[src/hdl/mbhw_pkg.sv]
// Shared types, constants and box type table for the media box header walker.
package mbhw_pkg;

	localparam int unsigned KIND_COUNT = 24;
	localparam int unsigned KIND_W = 5;
	localparam int unsigned HDR_CNT_W = 3;

	localparam logic [HDR_CNT_W-1:0] CNT_LAST_SIZE = 3'd3;
	localparam logic [HDR_CNT_W-1:0] CNT_LAST_HDR = 3'd7;
	localparam logic [31:0] HEADER_BYTES = 32'd8;
	localparam logic [31:0] FTYP_MIN_BODY = 32'd16;

	localparam logic [KIND_W-1:0] KIND_UNKNOWN = 5'd0;
	localparam logic [KIND_W-1:0] KIND_FTYP = 5'd1;

	localparam int unsigned TDATA_W = 104;
	localparam int unsigned TUSER_W = 6;

	typedef logic [31:0] code_table_t [KIND_COUNT];

	localparam code_table_t KNOWN_CODES = '{
		"ftyp", "mdat", "moov", "pnot", "udta", "uuid",
		"moof", "free", "skip", "jP2 ", "wide", "load",
		"ctab", "imap", "matt", "kmat", "clip", "crgn",
		"sync", "chap", "tmcd", "scpt", "ssrc", "PICT"
	};

	typedef struct packed {
		logic              header_valid;
		logic [KIND_W-1:0] box_kind;
		logic [31:0]       box_code;
		logic [31:0]       box_size;
		logic [31:0]       payload_length;
		logic              stream_end;
		logic              ended_mid_box;
	} result_t;

endpackage

[src/hdl/mbhw_classify.sv]
// Box type classifier: matches a four-character code against the known table.
module mbhw_classify (
	input  logic [31:0]                 code,
	output logic [mbhw_pkg::KIND_W-1:0] kind
);

	always_comb begin
		kind = mbhw_pkg::KIND_UNKNOWN;
		for (int i = 0; i < mbhw_pkg::KIND_COUNT; i++) begin
			if (code == mbhw_pkg::KNOWN_CODES[i]) begin
				kind = kind | mbhw_pkg::KIND_W'(i + 1);
			end
		end
	end

endmodule

[src/hdl/mbhw_walker.sv]
// Box walker: header/body state, header decode and the result register.
module mbhw_walker (
	input  logic              clk,
	input  logic              arst_n,
	input  logic              in_valid,
	input  logic [7:0]        in_byte,
	input  logic              in_last,
	input  logic              advance,
	output logic              out_valid,
	output mbhw_pkg::result_t out_res
);

	logic [mbhw_pkg::HDR_CNT_W-1:0] hdr_cnt_q, hdr_cnt_n;
	logic [31:0] size_q, size_n;
	logic [31:0] code_q, code_n;
	logic [31:0] body_q, body_n;
	logic [31:0] code_full;
	logic [31:0] payload;
	logic [mbhw_pkg::KIND_W-1:0] kind;
	logic hdr_done;
	logic out_valid_q;
	mbhw_pkg::result_t res_q, res_n;

	assign code_full = {code_q[23:0], in_byte};

	mbhw_classify u_classify (
		.code (code_full),
		.kind (kind)
	);

	assign payload = (size_q < mbhw_pkg::HEADER_BYTES) ? 32'd0
		: size_q - mbhw_pkg::HEADER_BYTES;

	always_comb begin
		hdr_cnt_n = hdr_cnt_q;
		size_n = size_q;
		code_n = code_q;
		body_n = body_q;
		hdr_done = 1'b0;
		if (body_q != 32'd0) begin
			body_n = body_q - 32'd1;
		end else if (hdr_cnt_q == mbhw_pkg::CNT_LAST_HDR) begin
			hdr_done = 1'b1;
			hdr_cnt_n = '0;
			size_n = '0;
			code_n = '0;
			if (kind == mbhw_pkg::KIND_FTYP && payload < mbhw_pkg::FTYP_MIN_BODY) begin
				body_n = mbhw_pkg::FTYP_MIN_BODY;
			end else begin
				body_n = payload;
			end
		end else begin
			hdr_cnt_n = hdr_cnt_q + 1'b1;
			if (hdr_cnt_q <= mbhw_pkg::CNT_LAST_SIZE) begin
				size_n = {size_q[23:0], in_byte};
			end else begin
				code_n = code_full;
			end
		end

		res_n = '0;
		if (hdr_done) begin
			res_n.header_valid = 1'b1;
			res_n.box_kind = kind;
			res_n.box_code = code_full;
			res_n.box_size = size_q;
			res_n.payload_length = payload;
		end
		res_n.stream_end = in_last;
		res_n.ended_mid_box = in_last && (hdr_cnt_n != '0 || body_n != 32'd0);
	end

	always_ff @(posedge clk or negedge arst_n) begin
		if (!arst_n) begin
			hdr_cnt_q <= '0;
			size_q <= '0;
			code_q <= '0;
			body_q <= '0;
			out_valid_q <= 1'b0;
		end else if (advance) begin
			out_valid_q <= in_valid && (hdr_done || in_last);
			if (in_valid) begin
				if (in_last) begin
					hdr_cnt_q <= '0;
					size_q <= '0;
					code_q <= '0;
					body_q <= '0;
				end else begin
					hdr_cnt_q <= hdr_cnt_n;
					size_q <= size_n;
					code_q <= code_n;
					body_q <= body_n;
				end
			end
		end
	end

	always_ff @(posedge clk) begin
		if (advance) begin
			res_q <= res_n;
		end
	end

	assign out_valid = out_valid_q;
	assign out_res = res_q;

endmodule

[src/hdl/media_box_header_walker.sv]
// Top level of the media box header walker: input register and stream ports.
// A byte passes the input register, then its result is held in the walker's result register.
// Throughput: one byte per cycle; a stalled result holds the byte in the input register.
// Per byte the path is a 24-entry code compare and a 32-bit box length subtract/decrement.
// Reset (arst_n low) clears header count, size/code shift state, body count and valids.
module media_box_header_walker (
	input  logic                          clk,
	input  logic                          arst_n,
	input  logic                          s_tvalid,
	output logic                          s_tready,
	input  logic [7:0]                    s_tdata,  // [7:0] byte_in
	input  logic                          s_tlast,  // last_byte
	output logic                          m_tvalid,
	input  logic                          m_tready,
	output logic [mbhw_pkg::TDATA_W-1:0]  m_tdata,  // [31:0] box_code, [63:32] box_size,
	                                                // [95:64] payload_length,
	                                                // [96] ended_mid_box, [103:97] zero
	output logic [mbhw_pkg::TUSER_W-1:0]  m_tuser,  // [0] header_valid, [5:1] box_kind
	output logic                          m_tlast   // stream_end
);

	logic valid_s1;
	logic [7:0] byte_s1;
	logic last_s1;
	logic advance;
	logic out_valid;
	mbhw_pkg::result_t out_res;

	assign advance = !out_valid || m_tready;
	assign s_tready = !valid_s1 || advance;

	always_ff @(posedge clk or negedge arst_n) begin
		if (!arst_n) begin
			valid_s1 <= 1'b0;
		end else if (s_tready) begin
			valid_s1 <= s_tvalid;
		end
	end

	always_ff @(posedge clk) begin
		if (s_tready) begin
			byte_s1 <= s_tdata;
			last_s1 <= s_tlast;
		end
	end

	mbhw_walker u_walker (
		.clk       (clk),
		.arst_n    (arst_n),
		.in_valid  (valid_s1),
		.in_byte   (byte_s1),
		.in_last   (last_s1),
		.advance   (advance),
		.out_valid (out_valid),
		.out_res   (out_res)
	);

	assign m_tvalid = out_valid;
	assign m_tdata = {7'd0, out_res.ended_mid_box, out_res.payload_length,
		out_res.box_size, out_res.box_code};
	assign m_tuser = {out_res.box_kind, out_res.header_valid};
	assign m_tlast = out_res.stream_end;

endmodule

[config.mk]
export PLATFORM = sky130hd
export DESIGN_NAME = media_box_header_walker
export DESIGN_NICKNAME = d
export VERILOG_FILES = /design/src/hdl/mbhw_pkg.sv /design/src/hdl/mbhw_classify.sv /design/src/hdl/mbhw_walker.sv /design/src/hdl/media_box_header_walker.sv
export SDC_FILE = /design/constraint.sdc
export NUM_CORES = 1
export LEC_CHECK = 0
export ABC_CLOCK_PERIOD_IN_PS = 4690
export BUFFER_PORTS_ARGS = -buffer_cell sky130_fd_sc_hd__buf_2
export CAP_MARGIN = 0
export CORE_ASPECT_RATIO = 0.6
export CORE_MARGIN = 3
export CORE_UTILIZATION = 59
export CTS_BUF_LIST = sky130_fd_sc_hd__clkbuf_16
export CTS_CLUSTER_DIAMETER = 100
export CTS_CLUSTER_SIZE = 30
export DETAILED_ROUTE_END_ITERATION = 12
export PLACE_DENSITY = 0.78
export SLEW_MARGIN = 20
export SYNTH_ARGS = -nofsm -noshare
export SYNTH_HDL_FRONTEND = slang
export SYNTH_HIERARCHICAL = 1
export SYNTH_SLANG_ARGS = --single-unit
[constraint.sdc]
create_clock -name clk -period 4.69 [get_ports clk]
set_input_delay 1.1725 -clock clk [delete_from_list [all_inputs] [get_ports clk]]
set_output_delay 1.1725 -clock clk [all_outputs]
set_load 0.005 [all_outputs]
# Yosys cells after proc, flatten, opt, wreduce, memory -nomap -nowiden
# Cells that the tools add are included.
# totals
regBits	206
inputBits	13
out_inout_bits	113
elab_cells	136
# classes
addsub	3
magnitude_cmp	3
eq_ne	30
muxes	70
n_reduce_logical	15
# op_table
op	count
== test 32 x 31 -> 1 bit (second input constant)	24
two-way mux 32 bit	23
two-way mux 24 bit	11
two-way mux 102 bit	1
nonzero test 32 bit	2
two-way mux 5 bit	9
two-way mux 3 bit	12
< comparator 32 x 4 -> 1 bit (second input constant)	1
< comparator 32 x 5 -> 1 bit (second input constant)	1
two-way mux 4 bit	8
subtractor 32 x 1 -> 32 bit (second input constant)	1
subtractor 32 x 4 -> 32 bit (second input constant)	1
AND reduction 4 bit	2
== test 5 x 1 -> 1 bit (second input constant)	1
logical OR 1 bit	4
two-way mux 1 bit	4
two-way mux 2 bit	2
inequality test 4 x 2 -> 1 bit (second input constant)	1
inequality test 4 x 3 -> 1 bit (second input constant)	1
adder 3 x 1 -> 3 bit (second input constant)	1
== test 3 bit (second input constant)	1
less-or-equal comparator 3 x 2 -> 1 bit (second input constant)	1
logical AND 1 bit	3
inequality test 3 bit (second input constant)	1
other kinds (4)	5

# Depth between registers and ports, before layout
# depth
ltp_word	38
ltp_mapped	15
ltp_nobuf	14

# Modules after synthesis
# Netlist, hierarchy kept.
# modules_own_cells
mod	instances	cells_per_inst	area_each_um2	seq_area_each_um2
mbhw_walker	1	830	9446.6	5425.2
mbhw_classify	1	156	1069.8	0.0
media_box_header_walker	1	21	384.1	295.3

# Worst setup path after synthesis
# OpenSTA, ideal clock, no wires.
# synth_path
path_kind	input port to flip-flop
startpoint	input port m_tready
endpoint	register u_walker.size_q[7]
setup_ps	66
arrival_ps	5018
required_ps	4624
setup_slack_ps	-394
path_stages	6
path_buffers	1
cell_sequence	nand2b_1 > and2_0 > o21ai_1 > nor2_1 > clkbuf_1 > a22o_1
# synth_via
elab_chain_cells	3
elab_cells_between_ends	5
# synth_lines
item	line	text
start: declaration	media_box_header_walker.sv:14	input logic m_tready,
logical OR 1 bit *	media_box_header_walker.sv:29	assign advance = !out_valid || m_tready;
inequality test 4 x 2 -> 1 bit (no line) (tied with other cells)	n/a	
AND reduction 4 bit (no line) *	n/a	
end signal: assignment	mbhw_walker.sv:90	size_q <= size_n;
end: declaration	mbhw_walker.sv:14	logic [31:0] size_q, size_n;
# Every way passes the cells marked *; elsewhere a longest branch is shown, timed or not.
# A chain may end at the register's enable or synchronous reset.

==> flow_metrics.py <==
metrics = {
    "setup_path": {
        "cp-startpoint": "byte_s1[1]",
        "regToRegSetupSlack_ns": 0.22,
        "cp.required_ns": 4.91,
        "endpoint": "u_walker/out_res[0]",
        "cp-start-kind": "flop",
        "reg2reg_depth": 14,
        "critPathMaxFanout": 8,
        "r2r_end": "u_walker/out_res[0]",
        "rr_startpoint": "byte_s1[1]",
        "end_kind": "flop",
        "worst-setup-path-type": "reg2reg",
        "arrival_ns": 4.70,
    },
    "finish": {
        "syn_to_final_growth_pct": 11.7,
        "layout-drive-gt1-share_pct": 19.7,
        "layout_commonest_cell": "buf_2",
        "nNetsFinal": 1133,
        "final_cell_count_no_fill": 1352,
        "antenna_cells": 0,
        "finish.instance_area_mm2": 0.0122,
        "layout_common_cells": "117 x buf_2, 113 x edfxtp_1, 93 x dfrtp_1",
    },
    "synthesis": {
        "synth-seq-area-share_pct": 52.5,
        "synth-edff-count": 113,
        "synth_ff_type": "edfxtp_1",
        "ys_ff_latch": 206,
        "synth-async-reset-ratio_pct": 45.1,
        "netlist_instances": 1007,
        "ys_types": 81,
        "synth_area_per_cell_um2": 10.8,
        "yosysWarningCount": 6,
        "syn_area_mm2": 0.0109,
    },
    "grt": {
        "antenna_found_initial": 0,
        "met3_usage_pct": 15.6,
        "grt_max_degree": 76,
        "busiest_layer": "met1",
        "grt_use_total_pct": 35.2,
        "grt_first_pass_wirelength_um": 54800,
        "first_global_vias": 8578,
        "met1_usage_pct": 58.9,
        "grt-ovfl-total": 0,
        "grt_use_met2_pct": 41.7,
    },
    "floorplanning": {
        "ioPinCount": 126,
        "rows": 37,
        "dieArea_mm2": 0.0202,
        "core_area_mm2": 0.0176,
        "initial_core_util_pct": 62.0,
        "die_w_um": 181,
        "die_h_um": 111,
    },
    "cts": {
        "clkTransAtPathRegs_ns": 0.12,
        "clkLatencyLatePin_ns": 0.49,
        "clock_sinks": 206,
        "cts_buffer_depth": 3,
        "cts_buffers": 10,
        "htreeDepth": 1,
        "cts_tree": "done",
        "cts_setup_buffers": 0,
        "clockRootBuffer": "clkbuf_16",
    },
    "worst_hold_path": {
        "hold_class": "reg2reg",
    },
    "placed_design": {
        "port_buffers": 118,
        "placedCellCount": 1336,
        "dpl-instance-area_mm2": 0.0118,
        "dp_hpwl_um": 26900,
        "gp_congestion": 1.06,
    },
    "sta": {
        "timing.final.crit_share_pct": 95.3,
        "skew_ns": 0.0326,
        "setup_tns_ns": 0,
        "hold_viol": 0,
        "drv_slew": 0,
        "rsz0062_at_grt": "no",
        "tightest_slew_ns": 1.27,
        "final.min_clock_period_ns": 4.47,
        "fmax_mhz": 224,
        "maxSlewHeadroom_pct": 14.9,
        "setup_viol": 0,
    },
    "power": {
        "peakVddDrop_mv": 0.444,
        "power_mw": 6.95,
        "powerDensity_mw_per_mm2": 571,
        "p_leak_nw": 5.55,
    },
    "route": {
        "ant_nets": 0,
        "first_pass_iters": 6,
        "wl_um": 36100,
        "post_drt_wl_per_cell_um": 26.7,
        "drt_iter0_markers": 1520,
        "vias": 9540,
        "routed_via_density": 7.06,
        "drc": 0,
    },
    "outcome": {
        "status": "finished clean",
    },
    "job": {
        "cap_violations": 0,
    },
}
-- timing repair --
item / 4_1_cts / 5_1_grt
resized for setup: 0 / 1
hold buffers: 0 / 0
setup endpoints to repair: 0 / 1
-- worst min-delay path by stage --
stage | endpoint | slack, ns | cells after the start | startpoint
2_1_floorplan | u_walker/code_q[18] | 0.49 | 1 | u_walker/code_q[18]
3_3_place_gp | u_walker/body_q[26] | 0.53 | 2 | u_walker/body_q[26]
3_5_place_dp | u_walker/body_q[15] | 0.54 | 2 | u_walker/body_q[15]
4_1_cts | u_walker/hdr_cnt_q[1] | 0.57 | 2 | u_walker/hdr_cnt_q[1]
5_1_grt | u_walker/body_q[26] | 0.61 | 2 | u_walker/body_q[26]
6_report | u_walker/hdr_cnt_q[1] | 0.58 | 2 | u_walker/hdr_cnt_q[1]
-- registers in the layout (all words and copies together) (netlist names) --
register,flops
u_walker/out_valid,1
last_s1,1
valid_s1,1
byte_s1,8
u_walker/body_q,32
u_walker/size_q,32
u_walker/out_res,104
u_walker/code_q,24
u_walker/hdr_cnt_q,3
-- critical path, cell delays in order (launching register included) --
cell and delay, ns:
edfxtp_1 0.53, or4b_4 0.57, or4_4 0.60, nor4_4 0.34, nand2b_1 0.15, nor4_1 0.05, o2111ai_1 0.14, nand2b_1 0.08
or4_1 0.47, nor3_1 0.17, nand4_1 0.13, a2111oi_0 0.47, a31oi_1 0.15, nor4_1 0.24, a41oi_1 0.14
-- area by class of cell --
type | count | area, um^2
inverter | 20 | 75.1
timing repair buffer | 169 | 988
sequential | 206 | 5720
multi-input combinational | 707 | 4770
tap | 234 | 293
clock buffer | 11 | 275
fill | 1305 | 5420
clock inverter | 5 | 45.0
-- cells by family (layout without fill, tap and decap cells) --
kind of cell,Yosys count,count (layout),synth area share [%]
AOI/OAI and AO/OA,195,195,13.2
xor gates and xnor gates,42,42,3.37
adders and majority gates,6,6,0.689
buffers and inverters,100,205,4.12
DFF,206,206,52.5
other,1,7,0.0344
and+or+nand+nor,457,457,26.1
-- power breakdown --
part	switching [mW]	leakage, nW	internal [mW]	total, mW
logic	2.15	2.77	1.14	3.29
registers	0.468	2.61	2.16	2.63
clock network	0.556	0.171	0.484	1.04
-- Yosys cell counts (all sizes together) (6+ instances only) --
cell type	n	area share, %
a21oi	26	1.2
a22o	67	5.4
a31oi	9	0.52
and2	11	0.63
and3	68	3.9
and4	8	0.64
buf	23	1.4
clkbuf	57	2.0
dfrtp	93	21
edfxtp	113	31
ha	6	0.69
inv	20	0.69
nand2	52	1.8
nand2b	12	0.69
nand3	22	1.1
nand4	27	1.8
nand4b	12	1.0
nor2	82	2.8
nor2b	9	0.59
nor3	44	2.4
nor4	43	3.3
nor4b	9	0.78
nor4bb	8	0.73
o21a	6	0.41
o21ai	28	1.3
o22a	7	0.56
o22ai	11	0.63
o31ai	7	0.48
or3	7	0.45
or4	15	1.1
xnor2	24	1.9
xor2	18	1.4
-- per-stage QoR --
step	util, %	hold slack, ns	setup WS, ns
final	69.2	0.578	0.219
after global placement	67.3	0.535	0.380
after CTS	69.1	0.572	0.294
after floorplan	-	0.487	0.726
after detailed placement	67.3	0.544	0.318
after global routing	69.2	0.609	0.0252
-- metal layers --
metal  vias up  share of wire (%)
li1       4059                  -
met1      4610                 46
met2       823                 36
met3        48                 17
met4         0                1.2
met5         -                  0
Note: power is estimated with default switching activity, not from simulation.
